===== src/hw/rtl/kmer_hash_table_engine_assert.svh =====
// Assertion macros shared by the k-mer hash table engine RTL.
`ifndef KMER_HASH_TABLE_ENGINE_ASSERT_SVH
`define KMER_HASH_TABLE_ENGINE_ASSERT_SVH
// Property that must hold whenever the block is out of reset.
`define KHT_ASSERT(label, prop, msg) \
  label: assert property (@(posedge clk) disable iff (!rst_n) (prop)) else $error(msg);
// Property checked at every clock edge, reset cycles included.
`define KHT_ASSERT_ALWAYS(label, prop, msg) \
  label: assert property (@(posedge clk) (prop)) else $error(msg);
`endif


===== src/hw/rtl/kht_pkg.sv =====
// Shared types, constants and helper functions for the k-mer hash table engine.
package kht_pkg;
  localparam int unsigned TableDepthDefault = 4096;
  localparam int unsigned MaxBasesDefault   = 64;
  localparam logic [63:0] FnvOffset = 64'hCBF29CE484222325;
  localparam logic [63:0] FnvPrime  = 64'h00000100000001B3;

  localparam logic [1:0] OpInsert = 2'd0;
  localparam logic [1:0] OpFind   = 2'd1;
  localparam logic [1:0] OpExtend = 2'd2;

  localparam logic [1:0] StDone     = 2'd0;
  localparam logic [1:0] StNotFound = 2'd1;
  localparam logic [1:0] StFull     = 2'd2;

  localparam logic [0:0] RegKmerLength = 1'd0;
  localparam logic [0:0] RegTableLog   = 1'd1;

  typedef enum logic [2:0] {
    BK_IDLE, BK_HASH, BK_READ, BK_WAIT, BK_CHECK, BK_DONE
  } bk_state_t;

  // Request handed from the front part to the back part.
  typedef struct packed {
    logic        is_insert;
    logic [63:0] key_high;
    logic [63:0] key_low;
    logic [2:0]  forward_code;
    logic [2:0]  backward_code;
    logic [6:0]  k;
    logic [4:0]  nbytes;
  } kht_req_t;

  // Top-aligned mask keeping the first k bases of a 128-bit key.
  function automatic logic [127:0] key_mask(input logic [6:0] k);
    logic [127:0] m;
    begin
      m = ~({128{1'b1}} >> {k, 1'b0});
      return m;
    end
  endfunction
endpackage


===== src/hw/rtl/kht_front.sv =====
// Front part: clips and extends the key, classifies the request, queues it.
module kht_front import kht_pkg::*; #(
  parameter int unsigned MAX_BASES = MaxBasesDefault
) (
  input  logic        clk,
  input  logic        rst_n,
  input  logic        in_valid,
  output logic        in_stall,
  input  logic [1:0]  op,
  input  logic [63:0] key_high,
  input  logic [63:0] key_low,
  input  logic [2:0]  forward_code,
  input  logic [2:0]  backward_code,
  input  logic [1:0]  step_base,
  input  logic [6:0]  kmer_length,
  output logic        q_valid,
  input  logic        q_pop,
  output kht_req_t    q_head
);
  localparam int unsigned QDepth = 2;

  kht_req_t    q_mem_r [QDepth];
  logic        wp_r, rp_r, wp_nxt, rp_nxt;
  logic [1:0]  cnt_r, cnt_nxt;
  logic [6:0]  k;
  logic [127:0] key_c, key_s, m;
  logic [6:0]  p;
  kht_req_t    req;
  logic        push;

  always_comb begin
    k = kmer_length;
    if (k == 7'd0) k = 7'd1;
    if (k > 7'(MAX_BASES)) k = 7'(MAX_BASES);
    m = key_mask(k);
    key_c = {key_high, key_low} & m;
    p = k - 7'd1;
    key_s = key_c;
    if (op == OpExtend) begin
      key_s = (key_c << 2) & m;
      key_s = key_s | ({126'd0, step_base} << (7'd126 - {p[5:0], 1'b0}));
    end
    req.is_insert     = (op == OpInsert);
    req.key_high      = key_s[127:64];
    req.key_low       = key_s[63:0];
    req.forward_code  = forward_code;
    req.backward_code = backward_code;
    req.k             = k;
    req.nbytes        = 5'((k + 7'd3) >> 2);
  end

  assign in_stall = (cnt_r == 2'(QDepth));
  assign push     = in_valid && !in_stall;
  assign q_valid  = (cnt_r != 2'd0);
  assign q_head   = q_mem_r[rp_r];

  always_comb begin
    wp_nxt  = wp_r ^ push;
    rp_nxt  = rp_r ^ q_pop;
    cnt_nxt = cnt_r + 2'(push) - 2'(q_pop);
  end

  always_ff @(posedge clk) begin
    if (push) q_mem_r[wp_r] <= req;
    if (!rst_n) begin
      wp_r <= 1'b0; rp_r <= 1'b0; cnt_r <= 2'd0;
    end else begin
      wp_r <= wp_nxt; rp_r <= rp_nxt; cnt_r <= cnt_nxt;
    end
  end

  `include "kmer_hash_table_engine_assert.svh"
  `KHT_ASSERT(a_no_pop_empty, q_pop |-> q_valid, "queue popped while empty")
  `KHT_ASSERT(a_cnt_range, cnt_r <= 2'(QDepth), "queue count out of range")
  `KHT_ASSERT(a_cnt_step, (push && !q_pop) |=> cnt_r == $past(cnt_r) + 2'd1,
              "queue count did not grow on push")
endmodule


===== config.mk =====
export PLATFORM = sky130hd
export DESIGN_NAME = kht_front
export DESIGN_NICKNAME = d
export VERILOG_FILES = /design/src/hw/rtl/kht_pkg.sv /design/src/hw/rtl/kht_front.sv
export VERILOG_INCLUDE_DIRS = /design/src /design/src/hw/rtl
export SDC_FILE = /design/constraint.sdc
export NUM_CORES = 1
export LEC_CHECK = 0
export BUFFER_PORTS_ARGS = -buffer_cell sky130_fd_sc_hd__buf_2
export CAP_MARGIN = 5
export CORE_ASPECT_RATIO = 1.25
export CORE_MARGIN = 4
export CORE_UTILIZATION = 40
export CTS_CLUSTER_DIAMETER = 200
export DETAILED_ROUTE_END_ITERATION = 8
export GPL_ROUTABILITY_DRIVEN = 0
export PLACE_DENSITY = 0.63
export SYNTH_ARGS = -nofsm -noshare
export SYNTH_HDL_FRONTEND = slang
export SYNTH_SLANG_ARGS = --single-unit

===== constraint.sdc =====
create_clock -name clk -period 12.27 [get_ports clk]
set_input_delay 1.227 -clock clk [delete_from_list [all_inputs] [get_ports clk]]
set_output_delay 1.227 -clock clk [all_outputs]
set_load 0.01 [all_outputs]

**After elaboration in Yosys (flattened, before gate mapping)**

Memories as Yosys holds them, arrays and structs flattened. A register that Yosys moved wholly into a read port is not among the register bits.
Index checks and enable logic that the tools add are counted.

- Add/subtract/negate cells: 5
- Shifts and indexed selects: 2
- Reduce and logical (&&, ||, !) cells: 5
- Eq/ne operators: 2
- $lt $le $gt $ge: 1
- Bitwise gates (word level): 6
- Multiplexer cells: 6

Operators with widths:

| kind | number |
|---|---|
| 128-bit AND | 2 |
| 128-bit two-way mux | 1 |
| 128-bit NOT | 1 |
| 128-bit OR | 1 |
| 2-bit by 7-bit left shift with 128-bit output | 1 |
| 128-bit by 8-bit right shift with 128-bit output (first input constant) | 1 |
| 7-bit two-way mux | 2 |
| 7-bit by 2-bit adder with 7-bit output (second input constant) | 1 |
| 7-bit > comparator (second input constant) | 1 |
| 7-bit zero test | 1 |
| 7-bit subtractor (first input constant) | 1 |
| 6-bit by 1-bit subtractor with 6-bit output (second input constant) | 1 |
| 2-bit == test (second input constant) | 2 |
| 1-bit two-way mux | 3 |
| 2-bit by 1-bit adder with 2-bit output | 1 |
| 2-bit zero test | 1 |
| 2-bit nonzero test | 1 |
| 2-bit by 1-bit subtractor with 2-bit output | 1 |
| 1-bit bitwise XOR | 2 |
| 1-bit logical AND | 1 |
| 1-bit zero test | 1 |

- Logic and storage cells: 31
- Memories: 1
- RAM bits: 294
- Input bits: 149
- Output and inout bits: 149
- Flip-flop bits (word level): 4

Memories:

| memory | words | bits a word | read ports | clocked after Yosys merged registers in | write ports | line | RTL |
|---|---|---|---|---|---|---|---|
| q_mem_r | 2 | 147 | 1 | 1 | 1 | kht_front.sv:22 | `kht_req_t q_mem_r [QDepth];` |

**Depth between registers and ports, before layout**

- Depth in word-level cells: 10
- Gate-level depth with buffers: 13
- Depth with buffers taken out: 10

**Worst setup path before layout**

Ideal clock, no wire load.

- Path type: input-to-reg
- Start: in in_valid
- End: mem q_mem_r[1][0] (netlist bit), enable pin
- Buffers on the path: 0
- Library setup time: 525 ps
- Data arrival time: 4,778 ps
- Slack: 6,967 ps
- Cell stages on the path: 3
- Data required time: 11,745 ps
- Path through: nand2_1 inv_1 ha_1

- Longest elaborated chain between the ends: 3

RTL lines:

| element | line | RTL |
|---|---|---|
| start: declaration | kht_front.sv:7 | `input logic in_valid,` |
| 1-bit logical AND | kht_front.sv:53 | `assign push = in_valid && !in_stall;` |
| 1-bit two-way mux | kht_front.sv:64 | `if (push) q_mem_r[wp_r] <= req;` |
| 1-bit two-way mux (implied by the code) | kht_front.sv:64 |  |
| end: declaration | kht_front.sv:22 |  |

No other way between the ends.

==> run_results.csv <==
group,metric,value,unit
outcome,status,"completed",
synth,synth_top_cell_by_area,"edfxtp_1",
route,drc,0,
route,drt_iter0_drc,1411,
worst_setup_path,crit_buf_inv,3,
global_route,overflow,0,
worst_setup_path,cpMostUsedCell,"buf_4",
global_route,grt_pass1_wl,74.2,mm
power,irDropWorstVdd,99.5,uV
synth,ys_top_cells_by_count,"294 x edfxtp_1, 148 x mux2_2, 112 x nand2_1",
clocking,path_clk_slew,60,ps
min_path,hp-class,"reg2reg",
clocking,post_cts_buffers,0,
clocking,ctsResizeCount,0,
worst_setup_path,critPathRequiredTime,11040,ps
clocking,htree_levels,1,
synth,synth_seq_cells,299,
synth,synth_area,14800,um^2
timing,period_minus_slack,4670,ps
synth,synth-edff-count,294,
worst_setup_path,slowest_delay,840,ps
clocking,clock-sinks,299,
die,ios,298,
power,p_per_area,165,nW/um^2
clocking,numCtsBuffers,31,
synth,syn-num-nets,1356,
die,die_area,40100,um^2
synth,ys.flop_type,"edfxtp_1",
synth,yosysWarnings,0,
route,post_drt_wl_per_cell,26.7,um
global_route,grt_max_degree,72,
synth,syn-mean-instance-area,12.3,um^2
timing,rsz0062_at_grt,"no",
die,die_w,180,um
worst_setup_path,reg2regPathDepth,5,
power,total_power,2.90,mW
synth,synth.area.top_cells,"edfxtp_1 60%, mux2_2 11%, o22ai_1 3.1%",
timing,fmax,0.214,GHz
die,num_rows,78,
worst_setup_path,crit_end,"q_head[126]",
worst_setup_path,worst_r2r_startpoint,"cnt_r[0]",
synth,syn-instance-count,1199,
worst_setup_path,worstReg2RegEnd,"q_mem_r[1][123]",
layout,ff_latch_area,8930,um^2
die,initial_core_util,40.6,%
synth,synth.most_common_cell,"edfxtp_1",
timing,slew_headroom,16.3,%
power,p_leak,6.50,nW
timing,fin_skew,9.83,ps
worst_setup_path,arrival,3450,ps
layout,multi_input_area,5470,um^2
global_route,antenna_found_initial,1,
worst_setup_path,r2r_slack,9870,ps
route,drt_first_pass_iters,6,
route,drtAntennaViolNets,0,
timing,hold_viol,0,
timing,holdWs,573,ps
global_route,grt_usage,24.5,%
run,maxCapViolCount,0,
route,vias,11783,
global_route,grt_pass1_vias,11562,
worst_setup_path,path_max_fanout,71,
layout,final_nets,1604,
timing,final_max_slew_viol_count,0,
clocking,hold_buffers,0,
placed_design,numPortBuffers,297,
placed_design,dp_hpwl,37.6,mm
synth,synth_top_area_share,59.8,%
route,wirelength,52.0,mm
die,chipHeight,223,um
route,vias_per_cell,6.04,
timing,fin_tns_setup,0,ps
die,core,36400,um^2
synth,netlist-cell-type-count,62,
clocking,clock_latency,570,ps
worst_setup_path,path_class,"reg2out",
clocking,clk_path_buf_depth,3,
worst_setup_path,endpoint_kind,"primary output",
layout,fill_cells,3287,
layout,area_delta_synth_final,18.7,%
worst_setup_path,crit_chain,"buf_4, buf_4, mux2_2, buf_2",
worst_setup_path,critPathSlowestCell,"buf_4",
worst_setup_path,crit_path_start_kind,"register",
layout,drive_gt1_share,35.1,%
worst_setup_path,crit_family,"buffers and inverters",
clocking,cts_tree,"yes",
synth,ys_async_sr_fraction,0,%
timing,finalSetupViolations,0,
timing,worst_pin_slew,1250,ps
worst_setup_path,path_depth,4,
timing,fin_crit_sh,38.1,%
clocking,clock-root-buffer,"clkbuf_16",
synth,ys_seq_area_share,60.5,%
## how the worst min path moves through the flow
stage                     from        to  slack, ps  depth (start not counted)
after floorplan           wp_r      wp_r        530                          3
after global placement    rp_r  register        560                          2
after detailed placement  rp_r  register        560                          2
after CTS                 rp_r  register        580                          2
after global routing      rp_r  register        600                          2
final                     rp_r  register        570                          2
## layout make-up
type / instances / share of cell area (%)
sequential: 299 / 51.0
timing repair buffer: 309 / 9.00
tap: 480 / 3.43
antenna: 2 / 0.0286
clock inverter: 17 / 0.571
multi-input combinational: 795 / 31.2
clock buffer: 38 / 4.58
inverter: 11 / 0.236
## layout by cell type, fill, tap and decap left out, types with 12 or more instances in the layout
| cell type | instances |
|---|---|
| o21ai_0 | 68 |
| o221ai_1 | 16 |
| a21oi_1 | 89 |
| and3_1 | 30 |
| nor2_1 | 49 |
| clkbuf_16 | 31 |
| buf_4 | 12 |
| edfxtp_1 | 294 |
| a22oi_1 | 13 |
| buf_2 | 297 |
| mux2_2 | 148 |
| nand2_1 | 112 |
| o22ai_1 | 72 |
| nand3_1 | 23 |
## state kept, by name, indices dropped and copies added (netlist names), named ones only
| register | cells |
|---|---|
| q_mem_r | 294 |
| cnt_r | 2 |
| rp_r | 1 |
| wp_r | 1 |
## where the power goes
group          internal (mW)  switching (mW)  leakage [nW]
registers               1.33          0.0359          2.83
clock network          0.479           0.381         0.440
logic                  0.244           0.424          3.23
## metal layers
metal  vias to the layer above  routed length (um)  share of wire (%)  GRT usage, %
met5                         -                   0                  0             0
met1                      5746               19700                 38          31.5
li1                       5135                   -                  -             -
met2                       752               24300                 47          39.7
met4                         0                3140                6.0          12.9
met3                       150                4870                9.4          4.36
## kinds of logic after synthesis
logic type,count (synthesis),share of synthesized area [%]
and+or+nand+nor,283,9.17
AOI/OAI and AO/OA,339,14.5
muxes,158,12.0
xor gates and xnor gates,7,0.415
buffers and inverters,105,2.86
DFF,299,60.5
adders and majority gates,8,0.678
## metrics by stage
| step | setup slack (ps) | instances | utilization [%] | area [um^2] |
|---|---|---|---|---|
| 2_1_floorplan | 6970 | 1199 | - | 14800 |
| 3_3_place_gp | 7300 | 1894 | 45.7 | 16600 |
| 3_5_place_dp | 7210 | 1894 | 45.7 | 16600 |
| 4_1_cts | 7540 | 1949 | 48.1 | 17500 |
| 5_1_grt | 7430 | 1949 | 48.1 | 17500 |
| 6_report | 7600 | 1951 | 48.1 | 17500 |
## worst register-to-register path, delay by kind of cell, from the launching register on
family / cells / cell delay, ps
adders and majority gates: 1 / 390
buffers and inverters: 2 / 1010
DFF: 1 / 350
and+or+nand+nor: 2 / 210
No activity file was read; power rests on OpenSTA's default activity.
